<file path="src/rtl/rbsd_pkg.sv">
`default_nettype none

package rbsd_pkg;

    // largest accepted board side from the header
    localparam logic [11:0] C_MAX_SIDE = 12'd255;
    localparam logic [8:0]  C_SAT9     = 9'd511;

    localparam logic [7:0] C_CH_B   = 8'h42;
    localparam logic [7:0] C_CH_X   = 8'h78;
    localparam logic [7:0] C_CH_BAR = 8'h7C;
    localparam logic [7:0] C_CH_W   = 8'h57;
    localparam logic [7:0] C_CH_E   = 8'h45;
    localparam logic [7:0] C_CH_S   = 8'h53;
    localparam logic [7:0] C_CH_0   = 8'h30;
    localparam logic [7:0] C_CH_9   = 8'h39;

    typedef enum logic [2:0] {
        PH_HDR_B,
        PH_HGT0,
        PH_HGT,
        PH_WID0,
        PH_WID,
        PH_ROWSTART,
        PH_RUN
    } t_phase;

    typedef enum logic [1:0] {
        ERR_NONE,
        ERR_DIMS,
        ERR_CHAR,
        ERR_SNAKE
    } t_err;

    typedef enum logic [1:0] {
        KIND_EMPTY,
        KIND_WALL,
        KIND_SNAKE
    } t_kind;

    // state of the row being parsed
    typedef struct packed {
        t_kind       kind;
        logic [8:0]  count;
        logic [8:0]  sum;
        t_err        pending;
        logic        snake;
        logic [15:0] idx;
    } t_row;

    typedef struct packed {
        t_row        row;
        logic        emit;
        t_kind       typ;
        logic [15:0] start;
        logic [7:0]  len;
    } t_close;

    // results of one byte: an optional cell run and an optional status
    typedef struct packed {
        logic        cell_v;
        t_kind       cell_type;
        logic [15:0] start_index;
        logic [7:0]  run_length;
        logic        status_v;
        t_err        status_code;
        logic [7:0]  board_width;
        logic [7:0]  board_height;
    } t_entry;

endpackage

`default_nettype wire

</file>
<file path="src/rtl/rbsd_if.sv">
`default_nettype none

interface rbsd_in_if;
    logic       valid;
    logic       ready;
    logic [7:0] char_code;
    logic       is_last;

    modport source (output valid, output char_code, output is_last, input ready);
    modport sink   (input valid, input char_code, input is_last, output ready);
endinterface

interface rbsd_out_if;
    logic        valid;
    logic        ready;
    logic        result_kind;
    logic [1:0]  cell_type;
    logic [15:0] start_index;
    logic [7:0]  run_length;
    logic [1:0]  status_code;
    logic [7:0]  board_width;
    logic [7:0]  board_height;
    logic        last_result;

    modport source (
        output valid, output result_kind, output cell_type, output start_index,
        output run_length, output status_code, output board_width,
        output board_height, output last_result, input ready
    );
    modport sink (
        input valid, input result_kind, input cell_type, input start_index,
        input run_length, input status_code, input board_width,
        input board_height, input last_result, output ready
    );
endinterface

`default_nettype wire

</file>
<file path="src/rtl/rle_board_string_decoder.sv">
// channel  | dir | transfer                | payload
// i_in     | in  | valid & ready at clk    | char_code[7:0], is_last
// o_out    | out | valid & ready at clk    | result_kind, cell_type, start_index,
//          |     |                         | run_length, status_code, board_width,
//          |     |                         | board_height, last_result
//
// one byte per cycle while the result queue has room; a byte enters an input register and is parsed from there
// a byte gives up to two results (a cell run and, on the last byte, the status);
// those go out one per cycle, while o_out is ready, from a two-entry result queue
// input stalls only while the input register holds a byte and the result queue is full
// reset is synchronous, active low, and leaves the parser waiting for a header
`default_nettype none

module rle_board_string_decoder
    import rbsd_pkg::*;
#(
    parameter logic [11:0] P_MAX_SIDE = C_MAX_SIDE
)
(
    input  logic        i_clk,
    input  logic        i_rst_n,
    rbsd_in_if.sink     i_in,
    rbsd_out_if.source  o_out
);

    logic   w_push;
    logic   w_q_ready;
    t_entry w_entry;

    rbsd_core #(
        .P_MAX_SIDE (P_MAX_SIDE)
    ) u_core (
        .i_clk     (i_clk),
        .i_rst_n   (i_rst_n),
        .i_in      (i_in),
        .i_q_ready (w_q_ready),
        .o_push    (w_push),
        .o_entry   (w_entry)
    );

    rbsd_outq u_outq (
        .i_clk   (i_clk),
        .i_rst_n (i_rst_n),
        .i_push  (w_push),
        .i_entry (w_entry),
        .o_ready (w_q_ready),
        .o_out   (o_out)
    );

endmodule

`default_nettype wire

</file>
<file path="src/rtl/rbsd_core.sv">
`default_nettype none

module rbsd_core
    import rbsd_pkg::*;
#(
    parameter logic [11:0] P_MAX_SIDE = C_MAX_SIDE
)
(
    input  logic   i_clk,
    input  logic   i_rst_n,
    rbsd_in_if.sink i_in,
    input  logic   i_q_ready,
    output logic   o_push,
    output t_entry o_entry
);

    logic       r_in_valid;
    logic [7:0] r_char;
    logic       r_last;

    t_phase     r_phase,  n_phase;
    logic [8:0] r_height, n_height;
    logic [7:0] r_width,  n_width;
    logic [8:0] r_accum,  n_accum;
    logic [8:0] r_rows,   n_rows;
    t_err       r_final,  n_final;
    t_row       r_row,    n_row;

    logic        w_consume;
    logic        w_digit;
    logic [3:0]  w_dval;
    logic        w_letter_ok;
    t_kind       w_letter_kind;
    t_close      w_cr_a;
    t_close      w_cr_b;
    logic        w_cell_v;
    t_kind       w_cell_type;
    logic [15:0] w_cell_start;
    logic [7:0]  w_cell_len;
    t_err        w_status;
    logic [7:0]  w_out_width;
    logic [7:0]  w_out_height;

    function automatic logic [8:0] f_dec_acc(input logic [8:0] acc, input logic [3:0] d);
        logic [12:0] v;
        v = {4'b0, acc} * 13'd10 + {9'b0, d};
        return (v > {4'b0, C_SAT9}) ? C_SAT9 : v[8:0];
    endfunction

    function automatic logic [8:0] f_sat_inc(input logic [8:0] a);
        return (a == C_SAT9) ? C_SAT9 : a + 9'd1;
    endfunction

    function automatic t_close f_close(input t_row row, input logic [7:0] width);
        t_close     res;
        logic [9:0] s;
        res.row   = row;
        res.emit  = 1'b0;
        res.typ   = row.kind;
        res.start = row.idx;
        res.len   = row.count[8] ? 8'hFF : row.count[7:0];
        s = {1'b0, row.count} + {1'b0, row.sum};
        res.row.sum = s[9] ? C_SAT9 : s[8:0];
        if (row.pending == ERR_NONE) begin
            if (res.row.sum > {1'b0, width}) begin
                res.row.pending = ERR_DIMS;
            end else if (row.kind == KIND_SNAKE && (row.snake || row.count > 9'd1)) begin
                res.row.pending = ERR_SNAKE;
            end else begin
                if (row.kind == KIND_SNAKE && row.count == 9'd1) begin
                    res.row.snake = 1'b1;
                end
                if (row.count != 9'd0) begin
                    res.emit    = 1'b1;
                    res.row.idx = row.idx + {7'b0, row.count};
                end
            end
        end
        return res;
    endfunction

    function automatic t_row f_close_row(input t_row row, input logic [7:0] width);
        t_row res;
        res = row;
        if (row.pending == ERR_NONE && row.sum != {1'b0, width}) begin
            res.pending = ERR_DIMS;
        end
        return res;
    endfunction

    assign w_consume   = r_in_valid && i_q_ready;
    assign i_in.ready  = !r_in_valid || i_q_ready;
    assign w_digit     = (r_char >= C_CH_0) && (r_char <= C_CH_9);
    assign w_dval      = r_char[3:0];
    assign w_letter_ok = (r_char == C_CH_W) || (r_char == C_CH_E) || (r_char == C_CH_S);

    always_comb begin
        priority if (r_char == C_CH_W) begin
            w_letter_kind = KIND_WALL;
        end else if (r_char == C_CH_S) begin
            w_letter_kind = KIND_SNAKE;
        end else begin
            w_letter_kind = KIND_EMPTY;
        end
    end

    // next state: the byte, then the end-of-string checks when it is the last one
    always_comb begin
        n_phase  = r_phase;
        n_height = r_height;
        n_width  = r_width;
        n_accum  = r_accum;
        n_rows   = r_rows;
        n_final  = r_final;
        n_row    = r_row;
        w_cr_a   = f_close(r_row, r_width);
        w_cr_b   = f_close(r_row, r_width);
        w_cell_v     = 1'b0;
        w_cell_type  = KIND_EMPTY;
        w_cell_start = 16'd0;
        w_cell_len   = 8'd0;

        if (r_final == ERR_NONE) begin
            unique case (r_phase)
                PH_HDR_B: begin
                    if (r_char == C_CH_B) begin
                        n_phase = PH_HGT0;
                    end else if (r_char != C_CH_BAR) begin
                        n_final = ERR_DIMS;
                    end
                end
                PH_HGT0, PH_HGT: begin
                    if (w_digit) begin
                        n_accum = f_dec_acc(r_accum, w_dval);
                        n_phase = PH_HGT;
                    end else if (r_char == C_CH_X && r_phase == PH_HGT) begin
                        n_height = r_accum;
                        n_accum  = 9'd0;
                        n_phase  = PH_WID0;
                    end else begin
                        n_final = ERR_DIMS;
                    end
                end
                PH_WID0, PH_WID: begin
                    if (w_digit) begin
                        n_accum = f_dec_acc(r_accum, w_dval);
                        n_phase = PH_WID;
                    end else if (r_char == C_CH_BAR && r_phase == PH_WID) begin
                        n_width = r_accum[7:0];
                        if ({3'b0, r_accum} > P_MAX_SIDE || {3'b0, r_height} > P_MAX_SIDE) begin
                            n_final = ERR_DIMS;
                        end
                        n_height = {1'b0, r_height[7:0]};
                        n_accum  = 9'd0;
                        n_phase  = PH_ROWSTART;
                    end else begin
                        n_final = ERR_DIMS;
                    end
                end
                PH_ROWSTART: begin
                    if (r_char != C_CH_BAR) begin
                        n_rows = f_sat_inc(r_rows);
                        if (n_rows > r_height) begin
                            n_final = ERR_DIMS;
                        end else begin
                            n_row.sum     = 9'd0;
                            n_row.pending = ERR_NONE;
                            if (!w_letter_ok) begin
                                n_final = ERR_CHAR;
                            end else begin
                                n_row.kind  = w_letter_kind;
                                n_row.count = 9'd0;
                                n_phase     = PH_RUN;
                            end
                        end
                    end
                end
                default: begin
                    if (w_digit) begin
                        n_row.count = f_dec_acc(r_row.count, w_dval);
                    end else if (r_char == C_CH_BAR) begin
                        n_row = f_close_row(w_cr_a.row, r_width);
                        if (n_row.pending != ERR_NONE) begin
                            n_final = n_row.pending;
                        end
                        n_phase = PH_ROWSTART;
                        if (w_cr_a.emit) begin
                            w_cell_v     = 1'b1;
                            w_cell_type  = w_cr_a.typ;
                            w_cell_start = w_cr_a.start;
                            w_cell_len   = w_cr_a.len;
                        end
                    end else if (!w_letter_ok) begin
                        n_final = ERR_CHAR;
                    end else begin
                        n_row       = w_cr_a.row;
                        n_row.kind  = w_letter_kind;
                        n_row.count = 9'd0;
                        if (w_cr_a.emit) begin
                            w_cell_v     = 1'b1;
                            w_cell_type  = w_cr_a.typ;
                            w_cell_start = w_cr_a.start;
                            w_cell_len   = w_cr_a.len;
                        end
                    end
                end
            endcase
        end

        if (r_last && n_final == ERR_NONE) begin
            if (n_phase == PH_WID) begin
                if ({3'b0, n_accum} > P_MAX_SIDE || {3'b0, n_height} > P_MAX_SIDE) begin
                    n_final = ERR_DIMS;
                end
                n_width  = n_accum[7:0];
                n_height = {1'b0, n_height[7:0]};
                n_accum  = 9'd0;
                n_phase  = PH_ROWSTART;
            end else if (n_phase == PH_RUN) begin
                // the run still open at the end of the string
                w_cr_b = f_close(n_row, n_width);
                n_row  = f_close_row(w_cr_b.row, n_width);
                if (n_row.pending != ERR_NONE) begin
                    n_final = n_row.pending;
                end
                n_phase = PH_ROWSTART;
                if (w_cr_b.emit) begin
                    w_cell_v     = 1'b1;
                    w_cell_type  = w_cr_b.typ;
                    w_cell_start = w_cr_b.start;
                    w_cell_len   = w_cr_b.len;
                end
            end else if (n_phase != PH_ROWSTART) begin
                n_final = ERR_DIMS;
            end
            if (n_final == ERR_NONE) begin
                if (n_rows != n_height) begin
                    n_final = ERR_DIMS;
                end else if (!n_row.snake) begin
                    n_final = ERR_SNAKE;
                end
            end
        end

        w_status     = n_final;
        w_out_width  = n_width;
        w_out_height = n_height[7:0];

        // rearm for the next string
        if (r_last) begin
            n_phase  = PH_HDR_B;
            n_height = 9'd0;
            n_width  = 8'd0;
            n_accum  = 9'd0;
            n_rows   = 9'd0;
            n_final  = ERR_NONE;
            n_row    = '0;
        end
    end

    always_comb begin
        o_push               = w_consume && (w_cell_v || r_last);
        o_entry.cell_v       = w_cell_v;
        o_entry.cell_type    = w_cell_type;
        o_entry.start_index  = w_cell_start;
        o_entry.run_length   = w_cell_len;
        o_entry.status_v     = r_last;
        o_entry.status_code  = w_status;
        o_entry.board_width  = w_out_width;
        o_entry.board_height = w_out_height;
    end

    always_ff @(posedge i_clk) begin
        if (!i_rst_n) begin
            r_in_valid <= 1'b0;
            r_phase    <= PH_HDR_B;
            r_height   <= 9'd0;
            r_width    <= 8'd0;
            r_accum    <= 9'd0;
            r_rows     <= 9'd0;
            r_final    <= ERR_NONE;
            r_row      <= '0;
        end else begin
            r_in_valid <= (i_in.valid && i_in.ready) || (r_in_valid && !i_q_ready);
            if (w_consume) begin
                r_phase  <= n_phase;
                r_height <= n_height;
                r_width  <= n_width;
                r_accum  <= n_accum;
                r_rows   <= n_rows;
                r_final  <= n_final;
                r_row    <= n_row;
            end
        end
    end

    always_ff @(posedge i_clk) begin
        if (i_in.valid && i_in.ready) begin
            r_char <= i_in.char_code;
            r_last <= i_in.is_last;
        end
    end

`ifndef ASSERT_OFF
    a_last_status: assert property (@(posedge i_clk) disable iff (!i_rst_n)
        (w_consume && r_last) |-> (o_push && o_entry.status_v))
        else $error("last byte did not produce a status");

    a_last_rearm: assert property (@(posedge i_clk) disable iff (!i_rst_n)
        (w_consume && r_last) |=> (r_phase == PH_HDR_B && r_final == ERR_NONE))
        else $error("parser not rearmed after last byte");

    a_cell_len: assert property (@(posedge i_clk) disable iff (!i_rst_n)
        (o_push && o_entry.cell_v) |-> (o_entry.run_length != 8'd0))
        else $error("empty cell run emitted");
`endif

endmodule

`default_nettype wire

</file>
<file path="src/rtl/rbsd_outq.sv">
`default_nettype none

module rbsd_outq
    import rbsd_pkg::*;
(
    input  logic         i_clk,
    input  logic         i_rst_n,
    input  logic         i_push,
    input  t_entry       i_entry,
    output logic         o_ready,
    rbsd_out_if.source   o_out
);

    t_entry     r_mem [2];
    logic       r_wptr;
    logic       r_rptr;
    logic [1:0] r_count;
    logic       r_sub;

    t_entry     w_head;
    logic       w_show_cell;
    logic       w_pop;

    assign w_head      = r_mem[r_rptr];
    // the cell run of an entry goes first, its status after
    assign w_show_cell = w_head.cell_v && !r_sub;
    assign w_pop       = o_out.valid && o_out.ready && (!w_show_cell || !w_head.status_v);
    assign o_ready     = (r_count != 2'd2);

    assign o_out.valid        = (r_count != 2'd0);
    assign o_out.result_kind  = !w_show_cell;
    assign o_out.cell_type    = w_show_cell ? w_head.cell_type : KIND_EMPTY;
    assign o_out.start_index  = w_show_cell ? w_head.start_index : 16'd0;
    assign o_out.run_length   = w_show_cell ? w_head.run_length : 8'd0;
    assign o_out.status_code  = w_show_cell ? ERR_NONE : w_head.status_code;
    assign o_out.board_width  = w_head.board_width;
    assign o_out.board_height = w_head.board_height;
    assign o_out.last_result  = !w_show_cell;

    always_ff @(posedge i_clk) begin
        if (!i_rst_n) begin
            r_wptr  <= 1'b0;
            r_rptr  <= 1'b0;
            r_count <= 2'd0;
            r_sub   <= 1'b0;
        end else begin
            if (i_push) begin
                r_wptr <= !r_wptr;
            end
            if (w_pop) begin
                r_rptr <= !r_rptr;
                r_sub  <= 1'b0;
            end else if (o_out.valid && o_out.ready) begin
                r_sub <= 1'b1;
            end
            r_count <= r_count + {1'b0, i_push} - {1'b0, w_pop};
        end
    end

    always_ff @(posedge i_clk) begin
        if (i_push) begin
            r_mem[r_wptr] <= i_entry;
        end
    end

`ifndef ASSERT_OFF
    a_no_overflow: assert property (@(posedge i_clk) disable iff (!i_rst_n)
        i_push |-> (r_count != 2'd2))
        else $error("push into full result queue");

    a_sub_entry: assert property (@(posedge i_clk) disable iff (!i_rst_n)
        r_sub |-> (r_count != 2'd0 && w_head.cell_v && w_head.status_v))
        else $error("second half of an entry without a two-result entry");

    a_count_range: assert property (@(posedge i_clk) disable iff (!i_rst_n)
        r_count != 2'd3)
        else $error("result queue count out of range");
`endif

endmodule

`default_nettype wire
</file>
<file path="src/flat_wrapper.sv">
// flat-port wrapper written by rule: the top's interface ports become plain ports
module rle_board_string_decoder_flat import rbsd_pkg::*;
#(
    parameter logic [11:0] P_MAX_SIDE = C_MAX_SIDE
)
  (i_clk, i_rst_n, i_in_valid, i_in_char_code, i_in_is_last, i_in_ready, o_out_valid, o_out_result_kind, o_out_cell_type, o_out_start_index, o_out_run_length, o_out_status_code, o_out_board_width, o_out_board_height, o_out_last_result, o_out_ready);
  rbsd_in_if i_in_i ();
  rbsd_out_if o_out_i ();
  input  logic i_clk;
  input  logic i_rst_n;
  input wire logic [$bits(i_in_i.valid)-1:0] i_in_valid;
  input wire logic [$bits(i_in_i.char_code)-1:0] i_in_char_code;
  input wire logic [$bits(i_in_i.is_last)-1:0] i_in_is_last;
  output wire logic [$bits(i_in_i.ready)-1:0] i_in_ready;
  output wire logic [$bits(o_out_i.valid)-1:0] o_out_valid;
  output wire logic [$bits(o_out_i.result_kind)-1:0] o_out_result_kind;
  output wire logic [$bits(o_out_i.cell_type)-1:0] o_out_cell_type;
  output wire logic [$bits(o_out_i.start_index)-1:0] o_out_start_index;
  output wire logic [$bits(o_out_i.run_length)-1:0] o_out_run_length;
  output wire logic [$bits(o_out_i.status_code)-1:0] o_out_status_code;
  output wire logic [$bits(o_out_i.board_width)-1:0] o_out_board_width;
  output wire logic [$bits(o_out_i.board_height)-1:0] o_out_board_height;
  output wire logic [$bits(o_out_i.last_result)-1:0] o_out_last_result;
  input wire logic [$bits(o_out_i.ready)-1:0] o_out_ready;
  assign i_in_i.valid = i_in_valid;
  assign i_in_i.char_code = i_in_char_code;
  assign i_in_i.is_last = i_in_is_last;
  assign i_in_ready = i_in_i.ready;
  assign o_out_valid = o_out_i.valid;
  assign o_out_result_kind = o_out_i.result_kind;
  assign o_out_cell_type = o_out_i.cell_type;
  assign o_out_start_index = o_out_i.start_index;
  assign o_out_run_length = o_out_i.run_length;
  assign o_out_status_code = o_out_i.status_code;
  assign o_out_board_width = o_out_i.board_width;
  assign o_out_board_height = o_out_i.board_height;
  assign o_out_last_result = o_out_i.last_result;
  assign o_out_i.ready = o_out_ready;
  rle_board_string_decoder #(.P_MAX_SIDE(P_MAX_SIDE)) u_core (.i_clk(i_clk), .i_rst_n(i_rst_n), .i_in(i_in_i), .o_out(o_out_i));
endmodule
</file>
<file path="config.mk">
export PLATFORM = sky130hd
export DESIGN_NAME = rle_board_string_decoder_flat
export DESIGN_NICKNAME = d
export VERILOG_FILES = /design/src/rtl/rbsd_pkg.sv /design/src/rtl/rbsd_if.sv /design/src/rtl/rle_board_string_decoder.sv /design/src/rtl/rbsd_core.sv /design/src/rtl/rbsd_outq.sv /design/src/flat_wrapper.sv
export SDC_FILE = /design/constraint.sdc
export NUM_CORES = 1
export LEC_CHECK = 0
export ABC_CLOCK_PERIOD_IN_PS = 12900
export BUFFER_PORTS_ARGS = -buffer_cell sky130_fd_sc_hd__buf_2
export CAP_MARGIN = 20
export CORE_ASPECT_RATIO = 0.7
export CORE_MARGIN = 8
export CORE_UTILIZATION = 45
export DETAILED_ROUTE_END_ITERATION = 8
export PLACE_DENSITY = 0.6
export SLEW_MARGIN = 10
export SYNTH_ARGS = -nofsm -noshare
export SYNTH_HDL_FRONTEND = slang
export SYNTH_SLANG_ARGS = --single-unit
</file>
<file path="constraint.sdc">
create_clock -name i_clk -period 12.9 [get_ports i_clk]
set_input_delay 3.225 -clock i_clk [delete_from_list [all_inputs] [get_ports i_clk]]
set_output_delay 3.225 -clock i_clk [all_outputs]
set_load 0.01 [all_outputs]
</file>
# --- Word level (Yosys, flattened, before mapping) ---
# Memories as Yosys holds them, arrays and structs flattened. A register that Yosys moved wholly into a read port is not among the register bits.
# Cells that the tools add are included.
totals:
  mem_bits_rw: 92
  input_bits: 13
  wordCells: 292
  n_memories: 1
  output_inout_bits: 48
  reg_bits: 94
op_classes:
  n_lt_le_gt_ge: 13
  n_eq_ne: 24
  bitwise: 1
  n_reduce_logical: 52
  n_addsub: 9
  n_mux: 171
  multipliers: 2
memory_table:
  columns: ["name", "words", "width", "read_ports", "rd_clocked_by_memory_dff", "wr", "line_no", "rtl"]
  rows:
  - ["u_core.u_outq.r_mem", 2, 46, 1, 1, 1, "rbsd_outq.sv:14", "t_entry r_mem [2];"]
op_table:
  columns: ["cell", "n"]
  rows:
  - ["two-way mux 9 bit", 27]
  - ["two-way mux 39 bit", 6]
  - ["two-way mux 16 bit", 11]
  - ["two-way mux 8 bit", 20]
  - ["two-way mux 2 bit", 53]
  - ["two-way mux 20 bit", 5]
  - ["two-way mux 28 bit", 3]
  - ["two-way mux 18 bit", 4]
  - ["two-way mux 17 bit", 3]
  - ["== test 8 x 7 -> 1 bit (second input constant)", 6]
  - ["two-way mux 3 bit", 15]
  - ["two-way mux 22 bit", 2]
  - ["one-hot mux 22 bit (2 select lines)", 1]
  - ["greater-than comparator 9 x 8 -> 1 bit (second input constant)", 4]
  - ["one-hot mux 9 bit (2 select lines)", 2]
  - ["adder 16 x 9 -> 16 bit", 2]
  - ["adder 13 x 4 -> 13 bit", 2]
  - ["greater-than comparator 13 x 9 -> 1 bit (second input constant)", 2]
  - ["multiplier 9 x 3 -> 12 bit (second input constant)", 2]
  - ["adder 9 x 9 -> 10 bit", 2]
  - ["== test 9 x 1 -> 1 bit (second input constant)", 2]
  - ["greater-than comparator 9 x 1 -> 1 bit (second input constant)", 2]
  - ["greater-than comparator 9 x 8 -> 1 bit", 2]
  - ["!= test 9 x 8 -> 1 bit", 2]
  - ["other kinds (30)", 92]

# --- Depth between registers and ports, before layout ---
# Gate-level depths: netlist of run 1.
depth:
  depth_word: 42
  mapped_depth: 39
  mapped_depth_nobuf: 39

# --- Modules after synthesis ---
# A second synthesis of run 1 with hierarchy kept.
hier_totals:
  cells_unflattened: 1406
  area_unflattened_um2: 12967.4
modules_own_cells:
  columns: ["mod", "instances", "seq_area_each_um2", "area_per_inst_um2", "cells_per_inst"]
  rows:
  - ["rbsd_core", 1, 1871.8, 9246.4, 1200]
  - ["rbsd_outq", 1, 2882.8, 3721.1, 206]

# --- Worst setup path before layout of run 1 ---
# No wires, ideal clock.
synth_path:
  kind: "register -> register"
  start: "register u_core.u_core.r_rows[0]"
  end: "memory u_core.u_outq.r_mem[0][0] (netlist bit) (enable)"
  t_arrival_ps: 8579
  path_stages_with_launch: 35
  required_time_ps: 12450
  path_slack_ps: 3871
  setup_ps: 450
  path_buffers: 0
  path_cell_list: "dfxtp_1 -> ha_1 -> and3_1 -> and4_1 -> nand2_1 -> nand2_1 -> ha_1 -> a2111oi_0 -> nand3_1 -> o211a_1 -> o32ai_1 -> nand3_1 -> a22oi_1 -> inv_1 -> ha_1 -> a211oi_1 -> o21bai_1 -> a21o_1 -> a21o_1 -> a21o_1 -> a21oi_1 -> nor2b_1 -> nor2_1 -> nand2_1 -> ha_1 -> nor2b_1 -> o21ai_0 -> nand2b_1 -> a21oi_1 -> o21ai_0 -> a21oi_1 -> nand3_1 -> nor4_2 -> o31ai_1 -> nor2_1"
synth_via:
  elab_chain_cells: 24
  elab_cells_between_ends: 44
  classes_between: "add/sub: 2; order compare: 3; eq/ne: 4; mux: 27; reduce/logical: 8"
synth_lines:
  columns: ["element", "line_no", "rtl"]
  rows:
  - ["start, declared", "rbsd_core.sv:25", "logic [8:0] r_rows, n_rows;"]
  - ["start signal, assigned", "rbsd_core.sv:290", "r_rows <= n_rows;"]
  - ["adder 9 x 1 -> 9 bit / == test 9 bit (equally long branches)", "rbsd_core.sv:51", "return (a == C_SAT9) ? C_SAT9 : a + 9'd1;"]
  - ["two-way mux 9 bit (*)", "rbsd_core.sv:51", null]
  - ["greater-than comparator 9 bit (*)", "rbsd_core.sv:163", "if (n_rows > r_height) begin"]
  - ["parallel branches: the longest is 16 deep, another holds adder 9 x 9 -> 10 bit", null, null]
  - ["two-way mux 1 bit (*)", "rbsd_core.sv:210", "if (r_last && n_final == ERR_NONE) begin"]
  - ["logical OR 1 bit (*)", "rbsd_core.sv:262", "o_push = w_consume && (w_cell_v || r_last);"]
  - ["logical AND 1 bit (*)", "rbsd_core.sv:262", null]
  - ["two-way mux 1 bit (*)", "rbsd_outq.sv:61", "if (i_push) begin"]
  - ["two-way mux 1 bit (implied by the code) (*)", "rbsd_outq.sv:62", "r_mem[r_wptr] <= i_entry;"]
  - ["end, declared", "rbsd_outq.sv:14", null]
# Every way passes the cells marked *. The select of a mux whose other input is x is not followed.

# --- Final worst setup path of run 1 ---
layout_path:
  start: "register u_core.u_core.r_rows[0]"
  end: "memory u_core.u_outq.r_mem[0][8] (netlist bit) (enable)"
# Same word-level chain as after synthesis.

==> PnR_summary.wiki, run 1 <==
{| class="wikitable"
! Metric !! Value
|-
| Routed wl met3 || 3.52 mm
|-
| Worst EP arrival || 9.44 ns
|-
| Max clock buf depth || 2
|-
| Sequential-to-total area share from yosys stat || 36.8%
|-
| Internal power || 1.01 mW
|-
| Via count || 11141
|-
| Number of diodes added for antenna fixing || 0
|-
| Root Buffer Master || sky130_fd_sc_hd__clkbuf_16
|-
| Fmax achieved || 0.107 GHz
|-
| Count of boundary I/O pins || 61
|-
| Detailed Route WL || 37.9 mm
|-
| Die width || 218 microns
|-
| Met1 Routed Length || 19.2 mm
|-
| Net switching share of the total power || 30.6%
|-
| Cell accounting for the most synthesized area || sky130_fd_sc_hd__edfxtp_1
|-
| Slew of the pin with the lowest slew margin || 0.978 ns
|-
| Maximum number of pins on one net before global-route repair || 62
|-
| DR WL met2 || 14.9 mm
|-
| Final Cycle Share || 72.6%
|-
| Detailed-router iteration count before antenna repair || 6
|-
| Register-to-Register Path Depth || 33
|-
| Min cycle time layout || 9.36 ns
|-
| Number of global-route vias before repair || 10194
|-
| Fraction of final layout cells with drive strength greater than 1 || 10.8%
|-
| Fraction of post-synthesis cell area in the top cell type by area || 23.5%
|-
| Clock sink total || 187
|-
| Post-Synthesis Cells || 1419
|-
| Worst slack on hold paths || 0.519 ns
|-
| CTS tree || built
|-
| Synth Net Count || 1539
|-
| Post-CTS Hold Buffers || 0
|-
| Number of warning messages in the yosys log || 0
|-
| Register-to-register setup slack || 3.54 ns
|-
| Global-route congestion overflow total || 0
|-
| Setup violation total in the final timing report || 0
|-
| Worst hold-check path type || reg2reg
|-
| Most common cell on crit path || sky130_fd_sc_hd__ha_1
|-
| Site row count || 52
|-
| Cell types with the largest area share after synthesis || sky130_fd_sc_hd__edfxtp_1, sky130_fd_sc_hd__dfxtp_1, sky130_fd_sc_hd__ha_1
|-
| RR Endpoint || u_core.u_outq.r_mem[0][8]
|-
| Hold worst-path end || u_core.u_core.r_width[6]
|-
| Slowest cell on crit path || sky130_fd_sc_hd__buf_4
|-
| Critical hold path startpoint || u_core.u_core.r_width[6]
|-
| RePlAce Congestion || 0.939
|-
| Count leader, synth || sky130_fd_sc_hd__nor2_1
|-
| Share of power burned in registers || 45.9%
|-
| Aggregate negative setup slack || 0 ns
|-
| Type of origin of the critical path || register
|-
| Via-per-instance ratio || 6.03
|-
| Global-route usage over all layers || 22.1%
|-
| Number of different library cells in the post-synthesis netlist || 78
|-
| IR Drop Worst-Case VDD || 0.0783 mV
|-
| Areal power density over the cells || 103 nW/um^2
|-
| Setup repair bufs after CTS || 0
|-
| Pleak || 5.71 nW
|-
| Post-synthesis register bit count || 187
|-
| Mapped Area || 12900 sq um
|-
| Die Outline Area || 34500 sq um
|-
| Placeable core area || 28600 sq um
|-
| Area added between synthesis and finish || 9.55%
|-
| Required time of the worst setup path || 12.97 ns
|-
| Count of input and output buffers || 60
|-
| Largest clock skew in the final design || 0.0109 ns
|-
| Total of cells resized after clock tree synthesis || 0
|-
| Crit-path max FO || 46
|-
| Delay of the slowest cell on the worst path || 0.54 ns
|-
| Number of remaining DRC errors || 0
|-
| Slew Viols, Final || 0
|-
| DR WL/cell || 20.5 microns
|-
| Number of antenna violations at the first check in global routing || 0
|-
| Mean instance size in the synthesized netlist || 9.10 sq um
|-
| Comb pwr share || 20.5%
|-
| Number of synthesized flops with an enable pin || 101
|-
| Clock insertion delay at the later pin of the skew report || 0.45 ns
|-
| Share of flip-flops with an asynchronous set or reset after synthesis || 0%
|-
| Cts bufs inserted || 17
|-
| RSZ-0062 raised after global routing || no
|-
| H-Tree Depth || 4
|-
| Y dimension of the die || 158 microns
|-
| Switching Power || 0.447 mW
|-
| Share of the core filled with cells || 49.5%
|-
| Dpl hpwl || 28.0 mm
|-
| Hold depth || 1
|-
| Main synth FF type || sky130_fd_sc_hd__edfxtp_1
|-
| Post-DRT Antenna Nets || 0
|-
| Run status || finished, final reports clean
|-
| Max transition margin || 34.8%
|-
| Effective utilization at floorplan || 45.2%
|-
| Number of hold violations in the final report || 0
|-
| Fraction of power consumed by the clock network || 33.6%
|-
| Type of destination of the critical path || register
|-
| Critical register-to-register path startpoint || u_core.u_core.r_rows[0]
|-
| Global-route wire length before repair || 59.7 mm
|-
| Top cells by count, synth || sky130_fd_sc_hd__nor2_1, sky130_fd_sc_hd__edfxtp_1, sky130_fd_sc_hd__ha_1
|-
| Worst-path clk slew || 0.07 ns
|-
| Top layer reached by signal wires || met4
|-
| Violation count after the first detailed-routing iteration || 1107
|-
| Total of max-cap violations || 0
|-
| Net count, final || 1576
|-
| Critical path start-end classification || reg2reg
|}
==> flip-flops by register name (all words and copies together) (netlist names), named ones only <==
name	count
u_core.u_core.r_accum	9
u_core.u_core.r_char	8
u_core.u_core.r_final	2
u_core.u_core.r_height	9
u_core.u_core.r_in_valid	1
u_core.u_core.r_last	1
u_core.u_core.r_phase	3
u_core.u_core.r_row	39
u_core.u_core.r_rows	9
u_core.u_core.r_width	8
u_core.u_outq.r_count	2
u_core.u_outq.r_mem	92
u_core.u_outq.r_rptr	1
u_core.u_outq.r_sub	1
u_core.u_outq.r_wptr	1
==> worst max path at each step <==
stage / slack, ns / from / end
final: 3.54 / u_core.u_core.r_rows[0] / u_core.u_outq.r_mem[0][8]
after global routing: 2.84 / u_core.u_core.r_rows[0] / u_core.u_outq.r_count[1]
after CTS: 3.69 / u_core.u_core.r_rows[0] / u_core.u_outq.r_mem[0][12]
after detailed placement: 3.81 / u_core.u_core.r_rows[0] / u_core.u_outq.r_mem[0][23]
after global placement: 4.11 / u_core.u_core.r_rows[0] / u_core.u_outq.r_mem[1][23]
after floorplan: 3.87 / u_core.u_core.r_rows[0] / u_core.u_outq.r_mem[0][0]
==> metrics by stage <==
step                power (mW)  instance area [sq um]  cells  worst slack (ns)
floorplan                0.878                  12900   1419              3.87
global placement         0.985                  13600   1815              4.11
detailed placement       0.986                  13600   1815              3.81
CTS                       1.48                  14100   1847              3.69
global route              1.53                  14100   1847              2.84
finish                    1.46                  14100   1847              3.54
==> power by group through the flow <==
stage               combinational, mW  clock (mW)  sequential [mW]
CTS                             0.305       0.501            0.670
detailed placement              0.303           0            0.683
global route                    0.332       0.521            0.673
global placement                0.303           0            0.682
floorplan                       0.204           0            0.674
finish                          0.300       0.491            0.670
==> layout make-up <==
type | count | area (sq um)
Clock buffer | 21 | 440
Clock inverter | 11 | 92.6
Fill cell | 2704 | 14400
Inverter | 61 | 229
Multi-Input combinational cell | 1109 | 7700
Sequential cell | 187 | 4760
Tap cell | 378 | 473
Timing Repair Buffer | 80 | 450
==> cells in the final DEF, fill, tap and decap left out, types with 18 or more instances in the layout <==
cell type,n
sky130_fd_sc_hd__nor2_1,175
sky130_fd_sc_hd__edfxtp_1,101
sky130_fd_sc_hd__ha_1,99
sky130_fd_sc_hd__a21oi_1,97
sky130_fd_sc_hd__dfxtp_1,85
sky130_fd_sc_hd__nand2_1,74
sky130_fd_sc_hd__o21ai_0,68
sky130_fd_sc_hd__buf_2,60
sky130_fd_sc_hd__inv_1,59
sky130_fd_sc_hd__mux2i_1,57
sky130_fd_sc_hd__a22oi_1,42
sky130_fd_sc_hd__xnor2_1,32
sky130_fd_sc_hd__a21o_1,32
sky130_fd_sc_hd__nor3_1,28
sky130_fd_sc_hd__nand3_1,26
sky130_fd_sc_hd__mux2_2,24
sky130_fd_sc_hd__and2_1,21
sky130_fd_sc_hd__buf_4,20
sky130_fd_sc_hd__o21a_1,19
sky130_fd_sc_hd__a31oi_1,19
sky130_fd_sc_hd__xor2_1,18
==> logic make-up after synthesis <==
| family | after synthesis | share of synthesized area [%] |
|---|---|---|
| XOR/XNOR | 50 | 3.39 |
| flip-flops | 187 | 36.8 |
| AO/OA/AOI/OAI | 427 | 22.0 |
| AND/OR/NAND/NOR | 444 | 16.8 |
| buffers and inverters | 123 | 3.69 |
| adder cells (fa/ha/maj) | 107 | 10.8 |
| multiplexers | 81 | 6.51 |
==> worst max-delay path, delay by kind of cell (launching register included) <==
family / cells / cell delay (ns)
compound gates: 13 / 3.47
buf+inv: 2 / 0.67
simple gates: 14 / 3.16
fa+ha+maj: 4 / 1.18
flops: 1 / 0.48
==> metal layers <==
layer | vias up | track usage, %
met5 | - | 0
met4 | 0 | 4.37
met3 | 32 | 5.17
met2 | 424 | 30.2
met1 | 5299 | 34.3
li1 | 5386 | -
(Power assumes the default switching activity.)
==> inputs of run 2 (changes only) <==
ABC_AREA = 1   (was unset)
ABC_CLOCK_PERIOD_IN_PS = 8800   (was 12900)
clock period = 8.8 ns   (was 12.9 ns; I/O delays follow)
==> run 2 against run 1 <==
Compared with the run above:
- clock skew grew 0.011 ns
- final cell count grew 28%
- critical endpoint is now u_core.u_outq.r_count[1]
- critical path type unchanged
- sequential cell count is the same
- utilization grew 0.49 points
==> PnR_summary.wiki, run 2 <==
{| class="wikitable"
! Metric !! Value
|-
| Commonest non-fill, non-tap cell in the layout || sky130_fd_sc_hd__nand2_1
|-
| Final Cycle Share || 91.3% (+19 points)
|-
| Maximum number of pins on one net before global-route repair || 80 (+29%)
|-
| Effective utilization at floorplan || 45.6% (+0.42 points)
|-
| Crit-path max FO || 13 (-72%)
|-
| Main synth FF type || sky130_fd_sc_hd__edfxtp_1
|-
| Filler cell count || 3008 (+11%)
|-
| Number of different library cells in the post-synthesis netlist || 62 (-21%)
|-
| Multi-input gate area in the final layout || 7740 sq um (+0.55%)
|-
| Register with the most flip-flops || u_core.u_outq.r_mem
|-
| Worst EP arrival || 8.42 ns (-1.02 ns)
|-
| Die Outline Area || 36200 sq um (+5.2%)
|-
| Via-per-instance ratio || 5.49 (-8.9%)
|-
| Count of boundary I/O pins || 61 (unchanged)
|-
| Fmax achieved || 0.124 GHz (+17%)
|-
| Leading cell types in the layout, fill and taps excluded || sky130_fd_sc_hd__nand2_1, sky130_fd_sc_hd__a21oi_1, sky130_fd_sc_hd__inv_1, sky130_fd_sc_hd__nor2_1, sky130_fd_sc_hd__edfxtp_1
|-
| Net count, final || 2056 (+30%)
|-
| Max reg flops || 92 (unchanged)
|-
| Max transition margin || 31.1% (-3.7 points)
|-
| Fraction of post-synthesis cell area in the top cell type by area || 22.2% (-1.3 points)
|-
| Cell accounting for the most synthesized area || sky130_fd_sc_hd__edfxtp_1
|-
| Number of global-route vias before repair || 11749 (+15%)
|-
| Sum of buffers and inverters on the critical path || 6 (+4)
|-
| Footprint of the flip-flops and latches || 4750 sq um (about the same)
|-
| Total of max-cap violations || 0 (unchanged)
|-
| Number of antenna violations at the first check in global routing || 0 (unchanged)
|-
| Aggregate negative setup slack || 0 ns (unchanged)
|-
| Cts bufs inserted || 17 (unchanged)
|-
| Mean instance size in the synthesized netlist || 7.15 sq um (-21%)
|-
| Fraction of final layout cells with drive strength greater than 1 || 9.44% (-1.4 points)
|-
| Slew Viols, Final || 0 (unchanged)
|-
| Count of input and output buffers || 60 (unchanged)
|-
| Global-route usage over all layers || 22.9% (+0.80 points)
|-
| Worst-path clk slew || 0.08 ns (about the same)
|-
| Dpl hpwl || 31.0 mm (+11%)
|-
| Number of synthesized flops with an enable pin || 101 (unchanged)
|-
| Largest clock skew in the final design || 0.0223 ns (+0.0114 ns)
|-
| Global-route wire length before repair || 65.8 mm (+10%)
|-
| Run status || finished, final reports clean
|-
| Global-route congestion overflow total || 0 (unchanged)
|-
| Layout Cell Area excl Fill || 15000 sq um (+5.8%)
|-
| RSZ-0062 raised after global routing || no
|-
| Max clock buf depth || 2 (unchanged)
|-
| Cell types with the largest area share after synthesis || sky130_fd_sc_hd__edfxtp_1, sky130_fd_sc_hd__nand2_1, sky130_fd_sc_hd__dfxtp_1
|-
| RePlAce Congestion || 1.02 (+8.8%)
|-
| Detailed Route WL || 41.6 mm (+9.8%)
|-
| Delay-heaviest family, CP || simple AND/OR/NAND/NOR gates
|-
| Clock insertion delay at the later pin of the skew report || 0.47 ns (+0.02 ns)
|-
| Number of remaining DRC errors || 0 (unchanged)
|-
| IR Drop Worst-Case VDD || 0.124 mV (+58%)
|-
| Delay of the slowest cell on the worst path || 0.45 ns (-0.09 ns)
|-
| Areal power density over the cells || 147 nW/um^2 (+42%)
|-
| H-Tree Depth || 4 (unchanged)
|-
| Detailed-router iteration count before antenna repair || 5 (-1)
|-
| Post-synthesis register bit count || 187 (unchanged)
|-
| Violation count after the first detailed-routing iteration || 1327 (+20%)
|-
| Site row count || 53 (+1.9%)
|-
| Clock sink total || 187 (unchanged)
|-
| Via count || 12973 (+16%)
|-
| Setup violation total in the final timing report || 0 (unchanged)
|-
| Slew of the pin with the lowest slew margin || 1.02 ns (+0.0453 ns)
|-
| Share of flip-flops with an asynchronous set or reset after synthesis || 0% (unchanged)
|-
| Slowest cell on crit path || sky130_fd_sc_hd__dfxtp_1
|-
| Registers with the most flip-flops || u_core.u_outq.r_mem (92), u_core.u_core.r_row (39)
|-
| Post-DRT Antenna Nets || 0 (unchanged)
|-
| Area after DPL || 14300 sq um (+5.2%)
|-
| Top cells by count, synth || sky130_fd_sc_hd__nand2_1, sky130_fd_sc_hd__a21oi_1, sky130_fd_sc_hd__inv_1
|-
| Pleak || 6.97 nW (+22%)
|-
| Worst hold-check path type || reg2reg
|-
| Most common cell on crit path || sky130_fd_sc_hd__nand2_1
|-
| Type of destination of the critical path || register
|-
| Count leader, synth || sky130_fd_sc_hd__nand2_1
|-
| Required time of the worst setup path || 9.19 ns (-3.78 ns)
|-
| Synth Net Count || 2028 (+32%)
|-
| Y dimension of the die || 162 microns (+2.5%)
|-
| Root Buffer Master || sky130_fd_sc_hd__clkbuf_16
|-
| Mapped Area || 13600 sq um (+5.7%)
|-
| Area added between synthesis and finish || 9.62% (about the same)
|-
| Number of diodes added for antenna fixing || 0 (unchanged)
|-
| CTS tree || built
|-
| Number of warning messages in the yosys log || 0 (unchanged)
|-
| Sequential-to-total area share from yosys stat || 34.8% (-2.0 points)
|-
| Type of origin of the critical path || register
|-
| Placeable core area || 29900 sq um (+4.7%)
|-
| Critical path start-end classification || reg2reg
|-
| Die width || 224 microns (+2.6%)
|-
| DR WL/cell || 17.6 microns (-14%)
|-
| Number of hold violations in the final report || 0 (unchanged)
|-
| Min cycle time layout || 8.04 ns (-1.33 ns)
|-
| Post-Synthesis Cells || 1908 (+34%)
|}
-- run 2: worst reg2reg max path, delay by kind of cell (launching register included) --
kind | cells | cell delay, ns
xor gates and xnor gates | 1 | 0.18
and+or+nand+nor | 24 | 3.25
buffers and inverters | 6 | 0.66
DFF | 1 | 0.45
adders and majority gates | 6 | 1.54
AOI/OAI and AO/OA | 11 | 1.91
-- run 2: report_power, final --
part           internal, mW  total [mW]  leakage, nW  switching [mW]
Clock                 0.396       0.812        0.304           0.417
Sequential            0.941       0.958         1.69          0.0175
Combinational         0.126       0.421         4.98           0.295
Total                  1.46        2.19         6.97           0.729
-- run 2: metrics by stage --
| step | setup WS, ns | util, % | power, mW | hold WS (ns) | cells |
|---|---|---|---|---|---|
| floorplan | 0.690 | - | 1.25 | 0.425 | 1908 |
| global placement | 1.02 | 47.9 | 1.40 | 0.436 | 2327 |
| detailed placement | 0.721 | 47.9 | 1.40 | 0.457 | 2327 |
| CTS | 0.691 | 49.9 | 2.21 | 0.468 | 2359 |
| global route | 0.0616 | 50.0 | 2.29 | 0.480 | 2361 |
| finish | 0.764 | 50.0 | 2.19 | 0.468 | 2361 |
-- run 2: worst paths after layout --
path / startpoint / to / slack [ns] / depth (start not counted)
max: u_core.u_core.r_rows[0] / u_core.u_outq.r_count[1] / 0.76 / 48
min: u_core.u_core.r_height[5] / u_core.u_core.r_height[5] / 0.47 / 2
max reg2reg: u_core.u_core.r_rows[0] / u_core.u_outq.r_count[1] / 0.76 / 48
min reg2reg: u_core.u_core.r_height[5] / u_core.u_core.r_height[5] / 0.47 / 2
-- run 2: repair_timing --
| item | in CTS | in global routing |
|---|---|---|
| endpoints found under the setup margin | 0 | 2 |
| hold buffers | 0 | 0 |
| buffers inserted | 0 | 2 |
| gates resized for setup | 0 | 1 |
-- run 2: logic make-up (layout without fill, tap and decap cells) --
group                      Yosys count  in the layout  share of synthesized area, %
buffers and inverters              296            337                          8.54
and+or+nand+nor                    875            875                          27.4
adders and majority gates          107            107                          10.3
DFF                                187            187                          34.8
muxes                                3              3                         0.220
xor gates and xnor gates            40             40                          2.57
AOI/OAI and AO/OA                  400            400                          16.2
-- run 2: layer usage --
metal	GRT usage, %	vias to the layer above	routed length (microns)
li1	-	6437	-
met1	32.4	6067	19600
met2	34.8	423	18200
met3	5.46	46	3270
met4	5.40	0	582
met5	0	-	0
-- run 2: area by class of cell --
cell class / count / share of cell area (%)
multi-input cells: 1425 / 51.8
clock buffers: 17 / 2.84
repair buffers: 78 / 3.08
inverters: 227 / 5.71
well taps: 412 / 3.45
clock inverters: 15 / 1.35
flip-flops and latches: 187 / 31.8
